<file path="src/rtl/core/css_pkg.sv">
// Shared types and constants for the contiguous subsequence search core.
package css_pkg;

  localparam int WORD_W = 32;
  localparam int POS_W  = 16;

  typedef enum logic [1:0] {
    KIND_CLEAR   = 2'd0,
    KIND_PATTERN = 2'd1,
    KIND_TEXT    = 2'd2,
    KIND_END     = 2'd3
  } kind_t;

  typedef struct packed {
    kind_t             kind;
    logic [WORD_W-1:0] value;
  } entry_t;

  typedef struct packed {
    logic   valid;
    entry_t entry;
  } queue_head_t;

endpackage

</file>
<file path="src/rtl/core/css_front.sv">
// Front end: takes input transactions, classifies them and queues them for the back end.
module css_front (
  input  logic                 clk,
  input  logic                 rst,
  input  logic                 item_valid,
  output logic                 item_stall,
  input  logic [1:0]           kind,
  input  logic signed [31:0]   value,
  output css_pkg::queue_head_t head,
  input  logic                 pop
);
  import css_pkg::*;

  entry_t     slots [2];
  logic       wr_ptr;
  logic       rd_ptr;
  logic [1:0] fill;
  logic       push;
  logic       do_pop;

  assign item_stall = (fill == 2'd2);
  assign push       = item_valid && !item_stall;
  assign do_pop     = pop && (fill != 2'd0);

  assign head.valid = (fill != 2'd0);
  assign head.entry = slots[rd_ptr];

  always_ff @(posedge clk) begin
    if (rst) begin
      wr_ptr <= 1'b0;
      rd_ptr <= 1'b0;
      fill   <= 2'd0;
    end else begin
      if (push) begin
        wr_ptr <= !wr_ptr;
      end
      if (do_pop) begin
        rd_ptr <= !rd_ptr;
      end
      priority if (push && !do_pop) begin
        fill <= fill + 2'd1;
      end else if (do_pop && !push) begin
        fill <= fill - 2'd1;
      end
    end
  end

  always_ff @(posedge clk) begin
    if (push) begin
      slots[wr_ptr].kind  <= kind_t'(kind);
      slots[wr_ptr].value <= value;
    end
  end

  a_fill_bound: assert property (@(posedge clk) disable iff (rst) fill <= 2'd2)
    else $error("queue fill out of range");
  a_pop_moves: assert property (@(posedge clk) disable iff (rst)
    (do_pop && !push) |=> (fill == $past(fill) - 2'd1))
    else $error("queue fill did not drop on pop");

endmodule

</file>
<file path="src/rtl/core/css_back.sv">
// Back end: executes queued transactions, runs the parallel window compare, holds the result.
module css_back #(
  parameter int MAX_PATTERN = 16,
  parameter int MAX_TEXT    = 65536
) (
  input  logic                 clk,
  input  logic                 rst,
  input  css_pkg::queue_head_t head,
  output logic                 pop,
  output logic                 result_valid,
  input  logic                 result_stall,
  output logic                 found,
  output logic [15:0]          position,
  output logic                 pattern_overflow
);
  import css_pkg::*;

  localparam int LEN_W   = $clog2(MAX_PATTERN + 1);
  localparam int COUNT_W = $clog2(MAX_TEXT + 1);
  localparam int SW      = (COUNT_W > POS_W + 1) ? COUNT_W : POS_W + 1;

  logic [WORD_W-1:0]      pat_rev [MAX_PATTERN];
  logic [WORD_W-1:0]      window [MAX_PATTERN];
  logic [WORD_W-1:0]      window_next [MAX_PATTERN];
  logic [LEN_W-1:0]       len;
  logic [COUNT_W-1:0]     count;
  logic [COUNT_W-1:0]     count_inc;
  logic                   overflow;
  logic                   advance;
  logic                   exec;
  logic                   text_take;
  logic                   eligible;
  logic [SW-1:0]          start_wide;
  logic [MAX_PATTERN-1:0] eq;

  logic                   s1_valid;
  kind_t                  s1_kind;
  logic [MAX_PATTERN-1:0] s1_eq;
  logic                   s1_try;
  logic [POS_W-1:0]       s1_start;
  logic                   s1_overflow;

  logic                   match_seen;
  logic [POS_W-1:0]       first_start;

  assign advance = !result_valid || !result_stall;
  assign exec    = head.valid && advance;
  assign pop     = exec;

  assign text_take  = count < COUNT_W'(MAX_TEXT);
  assign count_inc  = count + 1'b1;
  assign start_wide = SW'(count_inc) - SW'(len);
  assign eligible   = text_take && (len != '0) && (SW'(count_inc) >= SW'(len))
                      && (start_wide[SW-1:POS_W] == '0);

  always_comb begin
    window_next[0] = head.entry.value;
    for (int i = 1; i < MAX_PATTERN; i++) begin
      window_next[i] = window[i-1];
    end
    for (int i = 0; i < MAX_PATTERN; i++) begin
      eq[i] = (window_next[i] == pat_rev[i]) || !(LEN_W'(i) < len);
    end
  end

  // execute stage: control
  always_ff @(posedge clk) begin
    if (rst) begin
      len      <= '0;
      count    <= '0;
      overflow <= 1'b0;
      s1_valid <= 1'b0;
    end else if (advance) begin
      s1_valid <= head.valid;
      if (exec) begin
        unique case (head.entry.kind)
          KIND_CLEAR: begin
            len      <= '0;
            count    <= '0;
            overflow <= 1'b0;
          end
          KIND_PATTERN: begin
            if (len < LEN_W'(MAX_PATTERN)) begin
              len <= len + 1'b1;
            end else begin
              overflow <= 1'b1;
            end
          end
          KIND_TEXT: begin
            if (text_take) begin
              count <= count_inc;
            end
          end
          KIND_END: begin
          end
          default: begin
          end
        endcase
      end
    end
  end

  // execute stage: payload
  always_ff @(posedge clk) begin
    if (exec) begin
      if (head.entry.kind == KIND_PATTERN && len < LEN_W'(MAX_PATTERN)) begin
        pat_rev[0] <= head.entry.value;
        for (int i = 1; i < MAX_PATTERN; i++) begin
          pat_rev[i] <= pat_rev[i-1];
        end
      end
      if (head.entry.kind == KIND_TEXT && text_take) begin
        window <= window_next;
      end
      s1_kind     <= head.entry.kind;
      s1_eq       <= eq;
      s1_try      <= (head.entry.kind == KIND_TEXT) && eligible;
      s1_start    <= start_wide[POS_W-1:0];
      s1_overflow <= overflow;
    end
  end

  // match stage and result register
  always_ff @(posedge clk) begin
    if (rst) begin
      match_seen   <= 1'b0;
      first_start  <= '0;
      result_valid <= 1'b0;
    end else if (advance) begin
      result_valid <= s1_valid && (s1_kind == KIND_END);
      if (s1_valid) begin
        unique case (s1_kind)
          KIND_CLEAR: begin
            match_seen  <= 1'b0;
            first_start <= '0;
          end
          KIND_TEXT: begin
            if (s1_try && (&s1_eq) && !match_seen) begin
              match_seen  <= 1'b1;
              first_start <= s1_start;
            end
          end
          KIND_PATTERN, KIND_END: begin
          end
          default: begin
          end
        endcase
      end
    end
  end

  always_ff @(posedge clk) begin
    if (advance && s1_valid && s1_kind == KIND_END) begin
      found            <= match_seen;
      position         <= match_seen ? first_start : '0;
      pattern_overflow <= s1_overflow;
    end
  end

  a_len_bound: assert property (@(posedge clk) disable iff (rst)
    len <= LEN_W'(MAX_PATTERN))
    else $error("pattern length beyond capacity");
  a_clear_len: assert property (@(posedge clk) disable iff (rst)
    (exec && head.entry.kind == KIND_CLEAR) |=> (len == '0 && count == '0 && !overflow))
    else $error("clear did not empty the state");
  a_pos_zero: assert property (@(posedge clk) disable iff (rst)
    (result_valid && !found) |-> (position == '0))
    else $error("position set without a match");

endmodule

</file>
<file path="src/rtl/core/contiguous_subsequence_search_core.sv">
// Top level of the contiguous subsequence search core.
// Finds the first start of a stored pattern (up to MAX_PATTERN signed words) as a contiguous
// run in a text stream of up to MAX_TEXT words. Every transaction, of any kind, is taken at
// one per cycle while neither stall is raised: the text window shifts and all MAX_PATTERN lane
// comparators evaluate in the execute stage, then a match stage folds the lanes and updates
// the first-match record. An end-of-text transaction passes through the queue, the execute
// stage and the match stage, whose result register holds its result; a two-entry queue between
// the front and back ends takes input while the back end stalls, until it is full. Clear, pattern
// and text transactions produce no result.
module contiguous_subsequence_search_core #(
  parameter int MAX_PATTERN = 16,
  parameter int MAX_TEXT    = 65536
) (
  input  logic               clk,
  input  logic               rst,
  input  logic               item_valid,
  output logic               item_stall,
  input  logic [1:0]         kind,
  input  logic signed [31:0] value,
  output logic               result_valid,
  input  logic               result_stall,
  output logic               found,
  output logic [15:0]        position,
  output logic               pattern_overflow
);
  import css_pkg::*;

  queue_head_t head;
  logic        pop;

  css_front u_front (
    .clk        (clk),
    .rst        (rst),
    .item_valid (item_valid),
    .item_stall (item_stall),
    .kind       (kind),
    .value      (value),
    .head       (head),
    .pop        (pop)
  );

  css_back #(
    .MAX_PATTERN (MAX_PATTERN),
    .MAX_TEXT    (MAX_TEXT)
  ) u_back (
    .clk              (clk),
    .rst              (rst),
    .head             (head),
    .pop              (pop),
    .result_valid     (result_valid),
    .result_stall     (result_stall),
    .found            (found),
    .position         (position),
    .pattern_overflow (pattern_overflow)
  );

endmodule
</file>
<file path="config.mk">
export PLATFORM = sky130hd
export DESIGN_NAME = contiguous_subsequence_search_core
export DESIGN_NICKNAME = d
export VERILOG_FILES = /design/src/rtl/core/css_pkg.sv /design/src/rtl/core/css_front.sv /design/src/rtl/core/css_back.sv /design/src/rtl/core/contiguous_subsequence_search_core.sv
export SDC_FILE = /design/constraint.sdc
export NUM_CORES = 1
export LEC_CHECK = 0
export ABC_CLOCK_PERIOD_IN_PS = 89900
export BUFFER_PORTS_ARGS = -buffer_cell sky130_fd_sc_hd__buf_4
export CORE_MARGIN = 2
export CORE_UTILIZATION = 32
export DETAILED_ROUTE_END_ITERATION = 8
export SLEW_MARGIN = 20
export SYNTH_ARGS = -nofsm -noshare
export SYNTH_HDL_FRONTEND = slang
export SYNTH_SLANG_ARGS = --single-unit
</file>
<file path="constraint.sdc">
create_clock -name clk -period 89.9 [get_ports clk]
set_clock_uncertainty 0.2 [all_clocks]
set_input_delay 17.98 -clock clk [delete_from_list [all_inputs] [get_ports clk]]
set_output_delay 17.98 -clock clk [all_outputs]
set_load 0.01 [all_outputs]
</file>
# ---- After elaboration in Yosys (flattened, before gate mapping)
# Memory sizes are Yosys's and may differ from the RTL's. A register that Yosys moved wholly into a read port is not among the register bits.
# Index checks and enable logic that the tools add are counted.
dict set report classes {
  n_reduce_logical 71
  bitwise 1
  addsub 5
  n_eq_ne 25
  magnitude_cmp 19
  div 0
  n_shift 0
  multipliers 0
  mux 19
}
# op n
set ops {}
lappend ops {{32-bit == test} 16}
lappend ops {{4-bit by 5-bit < comparator with 1-bit output (first input constant)} 8}
lappend ops {{17-bit one-hot mux with 2 select lines} 1}
lappend ops {{16-bit one-hot mux with 2 select lines} 1}
lappend ops {{1-bit logical NOT} 24}
lappend ops {{3-bit by 5-bit < comparator with 1-bit output (first input constant)} 4}
lappend ops {{17-bit by 1-bit adder with 17-bit output (second input constant)} 1}
lappend ops {{17-bit by 5-bit greater-or-equal comparator with 1-bit output} 1}
lappend ops {{1-bit logical OR} 17}
lappend ops {{17-bit < comparator (second input constant)} 1}
lappend ops {{17-bit 2-to-1 mux} 1}
lappend ops {{17-bit by 5-bit subtractor with 17-bit output} 1}
lappend ops {{1-bit logical AND} 16}
lappend ops {{16-bit 2-to-1 mux} 1}
lappend ops {{16-bit AND reduction} 1}
lappend ops {{4-bit AND reduction} 4}
lappend ops {{1-bit by 5-bit < comparator with 1-bit output (first input constant)} 2}
lappend ops {{2-bit by 5-bit < comparator with 1-bit output (first input constant)} 2}
lappend ops {{5-bit one-hot mux with 2 select lines} 1}
lappend ops {{2-bit nonzero test} 5}
lappend ops {{1-bit 2-to-1 mux} 9}
lappend ops {{2-bit == test (second input constant)} 4}
lappend ops {{2-bit by 1-bit != test with 1-bit output (second input constant)} 3}
lappend ops {{5-bit by 1-bit adder with 5-bit output (second input constant)} 1}
lappend ops {{12 further kinds} 15}
dict set report totals {
  inputBits 38
  mem_bits_ro 0
  out_inout_bits 20
  ramBits 580
  wordCells 175
  latchBits 0
  mem_count 2
  register_bits 580
}
# name words word_bits read_ports rd_ports_with_merged_regs write_ports line_no
set mem_list {}
lappend mem_list {u_back.pat_rev 16 32 16 0 16 css_back.sv:22} ;# logic [WORD_W-1:0] pat_rev [MAX_PATTERN];
lappend mem_list {u_front.slots 2 34 1 1 1 css_front.sv:14} ;# entry_t slots [2];

# ---- Depth between registers and ports, before layout
# Gate-level depths: netlist of run 1.
dict set report logic_depth {
  word_depth 7
  depth_mapped 11
}

# ---- Hierarchy
# Synthesis of run 1 repeated with hierarchy kept, for this count alone.
dict set report hier_totals {
  cells_unflattened 2246
  hier_area_um2 42508.3
}
# mod area_per_inst_um2 cells_each seq_area_each_um2 n_inst
set modules_own_cells {}
lappend modules_own_cells {css_back 39838.2 2115 32250.9 1}
lappend modules_own_cells {css_front 2670.1 131 2142.1 1}

# ---- Worst setup path after synthesis of run 1
# OpenSTA, ideal clock, no wires.
dict set report synth_path {
  kind {input-to-reg}
  startpoint {input port result_stall}
  endpoint {register u_back.len[1]}
  path_stages 5
  arrival_ps 56264
  slack_ps 33269
  setup_ps 167
  n_path_buf 0
  path_cell_list {o2bb2ai_1 > or2_2 > nor3_1 > a22oi_1 > nor2_1}
}
dict set report synth_between {
  elab_chain_cells 4
}
# element line_no
set synth_rtl {}
lappend synth_rtl {{start, declared} contiguous_subsequence_search_core.sv:21} ;# input logic result_stall,
lappend synth_rtl {{1-bit logical NOT *} css_back.sv:46} ;# assign advance = !result_valid || !result_stall;
lappend synth_rtl {{1-bit logical OR *} css_back.sv:46}
lappend synth_rtl {{1-bit logical AND} css_back.sv:47} ;# assign exec = head.valid && advance;
lappend synth_rtl {{4-bit AND reduction (no source line) *} -}
lappend synth_rtl {{end signal, assigned} css_back.sv:84} ;# len <= len + 1'b1;
lappend synth_rtl {{end, declared} css_back.sv:25} ;# logic [LEN_W-1:0] len;
# Mark *: on every way between the ends. The rest lies on a longest branch, timed or not.
# A chain may end at the register's enable or synchronous reset.

# ---- Final worst setup path of run 1
dict set report layout_path {
  startpoint {input port result_stall}
  endpoint {register u_back.window[49] in the netlist's numbering (enable)}
}
dict set report layout_between {
  elab_chain_cells 4
}
# element line_no
set layout_rtl {}
lappend layout_rtl {{1-bit logical NOT} css_back.sv:46}
lappend layout_rtl {{1-bit logical OR} css_back.sv:46}
lappend layout_rtl {{1-bit logical AND} css_back.sv:47}
lappend layout_rtl {{2-bit AND reduction (no source line)} -}
lappend layout_rtl {{end signal, assigned} css_back.sv:113} ;# window <= window_next;
lappend layout_rtl {{end, declared} css_back.sv:23} ;# logic [WORD_W-1:0] window [MAX_PATTERN];
# Every way passes these cells.

==> flow_summary.yaml, run 1 <==
yosys:
  synth_area_leaders: "edfxtp_1 79%, xor2_1 10%, dfxtp_1 2.2%"
  synth_fp_nets: 2296
  ys_seq_area_share_pct: 81.0
  syn-instance-count: 2248
  ys.flop_type: "edfxtp_1"
  syn-cell-area_um2: 42500
  ys_seq_elements: 1161
  synth-async-reset-ratio_pct: 0
  yosysTopAreaCellShare_pct: 78.8
  synth_common_cells: "1114 x edfxtp_1, 491 x xor2_1, 122 x nor4_1, 52 x xnor2_1, 47 x dfxtp_1"
  yosys_warnings: 0
  synth_most_common_cell: "edfxtp_1"
  synth_cell_types: 61
  avgSynthCellArea_um2: 18.9
  yosysTopAreaCell: "edfxtp_1"
  synth_edf_count: 1114
power_and_ir_drop:
  leakagePower_nw: 15.7
  ir_drop_v: 0.0000238
  pwr_density_cell_nw_per_um2: 28.7
global_routing:
  grt_pass1_vias: 19000
  antenna_found_initial: 2
  grt_max_degree: 167
  grt.total_usage_pct: 11.1
  grt_overflow: 0
  grt_pass1_wl_um: 115000
timing:
  worst_pin_slew_ns: 1.20
  setup_viol: 0
  fin_crit_ns: 21.45
  holdWs_ns: 0.236
  relSlewSlack_pct: 19.1
  hold_viol_final: 0
  clock.fmax_mhz: 46.6
  fin_setup_tns_ns: 0
  timing.final.crit_share_pct: 23.9
  rsz0062_at_grt: "no"
  final_max_slew_viol_count: 0
critical_path:
  slowest_stage: "buf_4"
  max_stage_delay_ns: 0.90
  startpoint_type: "input port"
  path_buf_inv: 4
  crit_start: "result_stall"
  crit_path_end_kind: "flop"
  critical_path.cell_chain: "buf_4, o2bb2ai_1, or2_1, inv_8, buf_4, buf_4"
  critical_path_class: "input port to flop"
  cpMostUsedCell: "buf_4"
  arrival_ns: 21.56
  worst_ep_required_time_ns: 90.01
  cp_top_family: "buffers and inverters"
  worstPathMaxFanout: 117
final_layout:
  drive_above_1_share_pct: 11.2
  n_fill_cell: 12000
  nNetsFinal: 2451
  antenna_cells: 0
  areaGrowthSynthToFinish_pct: 14.6
floorplanning:
  core_area_um2: 132000
  dieArea_um2: 136000
  start_util_pct: 32.3
  die_w_um: 368
  fp-row-count: 133
  dieHeight_um: 368
  io_pins: 58
drt:
  postRouteAntennaNets: 0
  wl_um: 75700
  drc: 0
  drtIter0Drc: 1332
  firstDrtPassIters: 7
  num_vias: 18200
  avgRoutedWirePerCell_um: 17.8
  vias_per_cell: 4.28
clock_network:
  cts_hold_buf: 0
  h-tree-depth: 3
  post_cts_buffers: 0
  cts_tree: "yes"
  cts_buffers: 112
  clk_pin_slew_worst_paths_ns: 0.06
  worstSkewPairLatency_ns: 0.71
  clk_path_buf_depth: 3
  clock-sinks: 1161
  cts.repair.resized: 0
  root_buffer: "clkbuf_16"
placed_design:
  dp_hpwl_um: 52000
  gp_congestion: 0.793
  io_buffers: 57
status:
  outcome: "completed"
worst_hold_path:
  hold_path.class: "flop to flop"
  hold_start: "u_back.window[435]"
flow_run:
  max_cap_violations: 0
==> layout by cell type, fill, tap and decap left out, types with 33 or more instances in the layout <==
cell type and count:
clkinv_1 34, a21oi_1 46, dfxtp_1 46, nand4_1 46
mux2_2 33, nor4_1 122, edfxtp_1 1114, xor2_1 491
clkbuf_16 112, xnor2_1 52, nand2_1 43, nor2_1 41
buf_4 70
==> per-stage QoR <==
stage               power, mW  instances  cell area [µm²]  setup WS (ns)  utilization (%)
finish                   1.39       4256            48700          68.45             37.0
global route             1.45       4256            48700          68.19             37.0
CTS                      1.41       4255            48700          68.43             37.0
detailed placement      0.966       4043            45100          67.68             34.3
global placement        0.962       4043            45100          67.65             34.3
floorplan               0.992       2248            42500          33.27                -
==> sequential cells by signal, summed over array words and instances (netlist names), named ones only <==
| name | count |
|---|---|
| u_front.slots | 68 |
| u_back.s1_valid | 1 |
| u_back.found | 1 |
| u_back.overflow | 1 |
| u_back.pattern_overflow | 1 |
| u_back.window | 480 |
| u_back.s1_eq | 16 |
| u_back.s1_start | 16 |
| u_back.first_start | 16 |
| u_front.wr_ptr | 1 |
| u_back.pat_rev | 512 |
| u_front.rd_ptr | 1 |
| u_back.match_seen | 1 |
| u_front.fill | 2 |
| u_back.s1_overflow | 1 |
| u_back.count | 17 |
| u_back.len | 5 |
| u_back.s1_kind | 2 |
| u_back.s1_try | 1 |
| u_back.position | 16 |
| u_back.result_valid | 1 |
==> per-layer routing <==
| metal | global-route usage [%] | wire (µm) | share of wire [%] |
|---|---|---|---|
| met4 | 5.20 | 3580 | 4.7 |
| met1 | 13.2 | 31100 | 41 |
| met5 | 0 | 0 | 0 |
| met2 | 19.4 | 38500 | 51 |
| met3 | 2.06 | 2510 | 3.3 |
==> power breakdown <==
part	internal (mW)	leakage [nW]	switching (mW)
combinational	0.0496	3.43	0.120
clock	0.248	1.73	0.198
sequential	0.728	10.5	0.0511
total	1.03	15.7	0.369
==> worst register-to-register path, cell delays in order (launching register included) <==
cell	delay [ns]
dfxtp_2	0.32
buf_4	0.40
and3b_1	0.27
o21ai_1	0.12
or2_1	0.47
inv_8	0.66
buf_4	0.96
buf_4	0.96
==> worst paths after layout <==
| kind | end | slack [ns] | depth (start not counted) |
|---|---|---|---|
| hold / removal | u_back.window[403] | 0.24 | 0 |
| setup / recovery | u_back.window[49] | 68.45 | 6 |
| hold reg to reg | u_back.window[403] | 0.24 | 0 |
| setup reg to reg | u_back.window[49] | 85.04 | 7 |
==> cell families after synthesis <==
group	share of synthesized area [%]
compound gates	1.43
xor+xnor	11.2
fa+ha+maj	0.312
buf+inv	0.477
flops	81.0
mux	0.922
simple gates	4.66
==> area by class of cell <==
type / instances / area, µm² / area share [%]
tap: 1755 / 2200 / 4.51
sequential: 1161 / 34400 / 70.7
clock buffer: 138 / 2900 / 5.96
multi-input combinational: 1038 / 7880 / 16.2
timing repair buffer: 73 / 586 / 1.20
clock inverter: 74 / 644 / 1.32
inverter: 17 / 71.3 / 0.147
Note: power is estimated with default switching activity, not from simulation.
==> run 2: changes to the inputs <==
--- a/config.mk
+++ b/config.mk
@@ -5,7 +5,7 @@
 export SDC_FILE = /design/constraint.sdc
 export NUM_CORES = 1
 export LEC_CHECK = 0
-export ABC_CLOCK_PERIOD_IN_PS = 89900
+export ABC_CLOCK_PERIOD_IN_PS = 20500
 export BUFFER_PORTS_ARGS = -buffer_cell sky130_fd_sc_hd__buf_4
 export CORE_MARGIN = 2
 export CORE_UTILIZATION = 32
==> constraint.sdc (replaced) <==
create_clock -name clk -period 20.5 [get_ports clk]
set_clock_uncertainty 0.2 [all_clocks]
set_input_delay 4.1 -clock clk [delete_from_list [all_inputs] [get_ports clk]]
set_output_delay 4.1 -clock clk [all_outputs]
set_load 0.01 [all_outputs]
==> run 2 against run 1 <==
Core utilization grew 0.070 points. Sequential share of layout area down 0.13 points. Non-clock buffer count is the same. Global-route usage shrank 0.061 points. Sequential cell count did not move. Power increased to 4.4 times the previous value. Clock power grew to 4.5 times the previous value. Via count down 0.53%. Final area up 0.19%. First-iteration DRC count increased by 10%. Register-to-register slack got worse by 70 ns. Final cell count stayed put. Critical path type unchanged. Largest power group unchanged. Highest routed layer unchanged.
==> flow_summary.yaml, run 2 (synthesis results as in run 1) <==
power_and_ir_drop:
  ir_drop_v: 0.0000879
  leakagePower_nw: 15.8
  pwr_density_cell_nw_per_um2: 126
  total_power_mw: 6.14
clock_network:
  clk_path_buf_depth: 3
  cts.repair.resized: 0
  post_cts_buffers: 0
  cts_buffers: 114
  cts_tree: "yes"
  h-tree-depth: 3
  cts_hold_buf: 0
  clock-sinks: 1161
  clk_pin_slew_worst_paths_ns: 0.06
  worstSkewPairLatency_ns: 0.71
  root_buffer: "clkbuf_16"
final_layout:
  nNetsFinal: 2453
  antenna_cells: 0
  fin_area_um2: 48800
  largest-register: "u_back.pat_rev"
  reg_top3: "u_back.pat_rev: 512 flops, u_back.window: 480 flops, u_front.slots: 68 flops"
  most-common-layout-cells: "1114 x edfxtp_1, 491 x xor2_1, 122 x nor4_1"
  areaGrowthSynthToFinish_pct: 14.8
  post-route-util_pct: 37.0
  largest_reg_flops: 512
  drive_above_1_share_pct: 11.7
  final_common_cell: "edfxtp_1"
timing:
  setup_viol: 0
  final_max_slew_viol_count: 0
  relSlewSlack_pct: 27.9
  rsz0062_at_grt: "no"
  worst_pin_slew_ns: 1.08
  clock.fmax_mhz: 121
  fin_ws_ns: 12.23
  fin_setup_tns_ns: 0
  timing.final.crit_share_pct: 40.3
  hold_viol_final: 0
  fin_crit_ns: 8.27
drt:
  vias_per_cell: 4.26
  firstDrtPassIters: 5
  drtIter0Drc: 1470
  postRouteAntennaNets: 0
  wl_um: 75100
  num_vias: 18100
  avgRoutedWirePerCell_um: 17.6
  drc: 0
status:
  outcome: "completed"
critical_path:
  startpoint_type: "input port"
  worstPathMaxFanout: 139
  arrival_ns: 8.37
  worst_ep_required_time_ns: 20.60
  reg2reg_depth: 8
  critical_path_class: "input port to flop"
  crit_path_end_kind: "flop"
floorplanning:
  start_util_pct: 32.3
  core_area_um2: 132000
  dieHeight_um: 368
  fp-row-count: 133
  io_pins: 58
  die_w_um: 368
  dieArea_um2: 136000
placed_design:
  gp_congestion: 0.828
  pre_cts_slack_ns: 11.38
  io_buffers: 57
  dp_hpwl_um: 52000
  place_area_um2: 45100
global_routing:
  grt_overflow: 0
  grt.total_usage_pct: 11.1
  antenna_found_initial: 2
  grt_max_degree: 171
  grt_pass1_vias: 19000
  grt_pass1_wl_um: 115000
flow_run:
  max_cap_violations: 0
worst_hold_path:
  min_path_cells: 0
  hold_path.class: "flop to flop"
==> run 2: cell count changes in the layout (fill, tap and decap cells not counted) <==
cell / previous run / this run
inv_6: 2 / 4
clkbuf_8: 0 / 6
clkinv_1: 34 / 22
inv_16: 1 / 0
clkbuf_16: 112 / 114
clkinv_2: 24 / 29
buf_4: 70 / 71
nor3_2: 4 / 3
clkbuf_1: 26 / 25
clkinvlp_4: 1 / 0
buf_12: 3 / 2
nor3_4: 0 / 1
==> run 2: routing by layer <==
layer	track usage, %	routed length (µm)	up-vias
met4	3.99	2560	0
met1	13.0	30400	8786
met3	2.09	2660	135
li1	-	-	8873
met5	0	0	-
met2	20.1	39500	341
==> run 2: path summary, 6_finish.rpt <==
check,start,end,slack (ns)
worst min register to register,u_back.pat_rev[0][126],u_back.pat_rev[0][158],0.24
worst min-delay path,u_back.pat_rev[0][126],u_back.pat_rev[0][158],0.24
worst max-delay path,result_stall,u_back.window[49],12.23
worst max register to register,flop,u_back.window[49],14.92
==> run 2: final cells by class <==
type	count	area, µm²
multi-input combinational	1038	7890
tap	1755	2200
timing repair buffer	73	573
inverter	17	71.3
fill	12000	82900
sequential	1161	34400
clock buffer	145	3030
clock inverter	67	614
==> run 2: metrics by stage <==
step | std cells | hold WS, ns
finish | 4256 | 0.245
global route | 4256 | 0.259
CTS | 4255 | 0.242
detailed placement | 4043 | 0.238
global placement | 4043 | 0.237
floorplan | 2248 | 0.200
==> run 2: worst max-delay path, stage by stage <==
cell       delay [ns]
buf_4            0.12
o2bb2ai_1        0.22
or2_1            0.53
inv_8            0.67
buf_4            0.85
buf_4            0.81
buf_4            0.86
==> run 2: power by group <==
group / switching [mW] / internal, mW
Combinational: 0.527 / 0.217
Clock: 0.859 / 1.13
Sequential: 0.222 / 3.19
==> run 3: changes to the inputs <==
--- a/config.mk
+++ b/config.mk
@@ -5,7 +5,7 @@
 export SDC_FILE = /design/constraint.sdc
 export NUM_CORES = 1
 export LEC_CHECK = 0
-export ABC_CLOCK_PERIOD_IN_PS = 20500
+export ABC_CLOCK_PERIOD_IN_PS = 7820
 export BUFFER_PORTS_ARGS = -buffer_cell sky130_fd_sc_hd__buf_4
 export CORE_MARGIN = 2
 export CORE_UTILIZATION = 32
==> constraint.sdc (replaced) <==
create_clock -name clk -period 7.82 [get_ports clk]
set_clock_uncertainty 0.2 [all_clocks]
set_input_delay 1.564 -clock clk [delete_from_list [all_inputs] [get_ports clk]]
set_output_delay 1.564 -clock clk [all_outputs]
set_load 0.01 [all_outputs]
==> run 3 against run 2 <==
Routed wire length rose by 0.53%. Count of clock-buffer cells in the layout is 7 lower. Clock power grew to 2.6 times the previous value. Final area about the same. Hold slack better by 0.00089 ns. Sequential power grew to 2.6 times the previous value. Non-clock buffer count shrank 2. Worst setup slack lost 8.3 ns. Power grew to 2.6 times the previous value. Via count hardly changed. Critical endpoint is now u_back.window[76]. Highest routed layer unchanged.
==> flow_summary.yaml, run 3 (synthesis results as in run 1) <==
status:
  outcome: "completed"
critical_path:
  critical_path.cell_chain: "and3b_1, o21ai_1, or2_1, inv_8, buf_4, buf_16"
  cp_top_family: "buffers and inverters"
  cp.depth: 6
  crit_path_end_kind: "flop"
  startpoint_type: "flop"
  max_stage_delay_ns: 0.89
  critical_path_class: "flop to flop"
  arrival_ns: 4.00
  worst_ep_required_time_ns: 7.96
  worstPathMaxFanout: 104
  path_buf_inv: 3
  reg2reg_depth: 6
  slowest_stage: "dfxtp_2"
floorplanning:
  start_util_pct: 32.3
  dieHeight_um: 368
  die_w_um: 368
  dieArea_um2: 136000
  fp-row-count: 133
  core_area_um2: 132000
  io_pins: 58
timing:
  worst_pin_slew_ns: 0.890
  holdWs_ns: 0.246
  setup_viol: 0
  relSlewSlack_pct: 40.7
  rsz0062_at_grt: "no"
  hold_viol_final: 0
  timing.final.crit_share_pct: 49.4
  fin_crit_ns: 3.87
  clock.fmax_mhz: 259
  final_max_slew_viol_count: 0
final_layout:
  most-common-layout-cells: "1114 x edfxtp_1, 491 x xor2_1, 122 x nor4_1"
  final_common_cell: "edfxtp_1"
  drive_above_1_share_pct: 11.0
  largest_reg_flops: 512
  antenna_cells: 0
  largest-register: "u_back.pat_rev"
  reg_top3: "u_back.pat_rev: 512 flops, u_back.window: 480 flops, u_front.slots: 68 flops"
  final_cells: 4253
  areaGrowthSynthToFinish_pct: 14.9
  nNetsFinal: 2449
drt:
  drtIter0Drc: 1393
  wl_um: 75500
  num_vias: 18100
  vias_per_cell: 4.26
  postRouteAntennaNets: 0
  drc: 0
  firstDrtPassIters: 5
  avgRoutedWirePerCell_um: 17.8
power_and_ir_drop:
  leakagePower_nw: 15.7
  pwr_density_cell_nw_per_um2: 330
  ir_drop_v: 0.000227
placed_design:
  dp_cells: 4040
  gp_congestion: 0.821
  dp_hpwl_um: 52000
  io_buffers: 57
clock_network:
  worstSkewPairLatency_ns: 0.70
  post_cts_buffers: 0
  root_buffer: "clkbuf_16"
  cts_tree: "yes"
  h-tree-depth: 3
  cts_buffers: 112
  cts_hold_buf: 0
  clk_path_buf_depth: 3
  cts.repair.resized: 0
  clock-sinks: 1161
  clk_pin_slew_worst_paths_ns: 0.06
global_routing:
  grt.total_usage_pct: 11.1
  grt_pass1_wl_um: 115000
  grt_pass1_vias: 18900
  antenna_found_initial: 2
  grt_overflow: 0
  grt_max_degree: 142
worst_hold_path:
  min_path_cells: 2
  hold_path.class: "flop to flop"
flow_run:
  max_cap_violations: 0
run 3: metrics by stage:
| stage | area, µm² | utilization (%) | setup TNS, ns | setup slack [ns] | power [mW] |
|---|---|---|---|---|---|
| after floorplan | 42500 | - | -3572.19 | -7.38 | 10.5 |
| after global placement | 45200 | 34.3 | 0 | 3.14 | 11.1 |
| after detailed placement | 45200 | 34.3 | 0 | 3.15 | 11.1 |
| after CTS | 48700 | 37.0 | 0 | 3.66 | 16.3 |
| after global routing | 48800 | 37.1 | 0 | 3.65 | 16.8 |
| final | 48800 | 37.1 | 0 | 3.95 | 16.1 |
run 3: report_power, final:
| part | switching (mW) | internal (mW) | leakage (nW) | total [mW] |
|---|---|---|---|---|
| clock network | 2.25 | 2.94 | 1.72 | 5.19 |
| registers | 0.619 | 8.36 | 10.5 | 8.97 |
| logic | 1.36 | 0.597 | 3.44 | 1.95 |
| total | 4.22 | 11.9 | 15.7 | 16.1 |
run 3: metal layers:
layer,vias up,global-route usage (%),part of all wire [%]
li1,8874,-,-
met1,8808,13.1,40
met2,321,20.5,53
met3,116,1.96,3.6
met4,0,3.34,2.6
met5,-,0,0
run 3: tightest hold or removal path, stage by stage (launching register included):
cell	delay (ns)
dfxtp_1	0.30
nand2_1	0.05
a21oi_1	0.05
run 3: area by class of cell:
type / instances / area [µm²]
multi-input combinational: 1038 / 7920
tap: 1755 / 2200
sequential: 1161 / 34400
fill: 12000 / 82800
clock inverter: 73 / 668
inverter: 17 / 71.3
clock buffer: 138 / 2900
timing repair buffer: 71 / 641
run 3: final timing paths:
path,from,end,slack [ns]
worst min-delay path,u_back.first_start[9],u_back.first_start[9],0.25
worst min register to register,u_back.first_start[9],u_back.first_start[9],0.25
worst max-delay path,flop,u_back.window[76],3.95
worst max register to register,flop,u_back.window[76],3.95
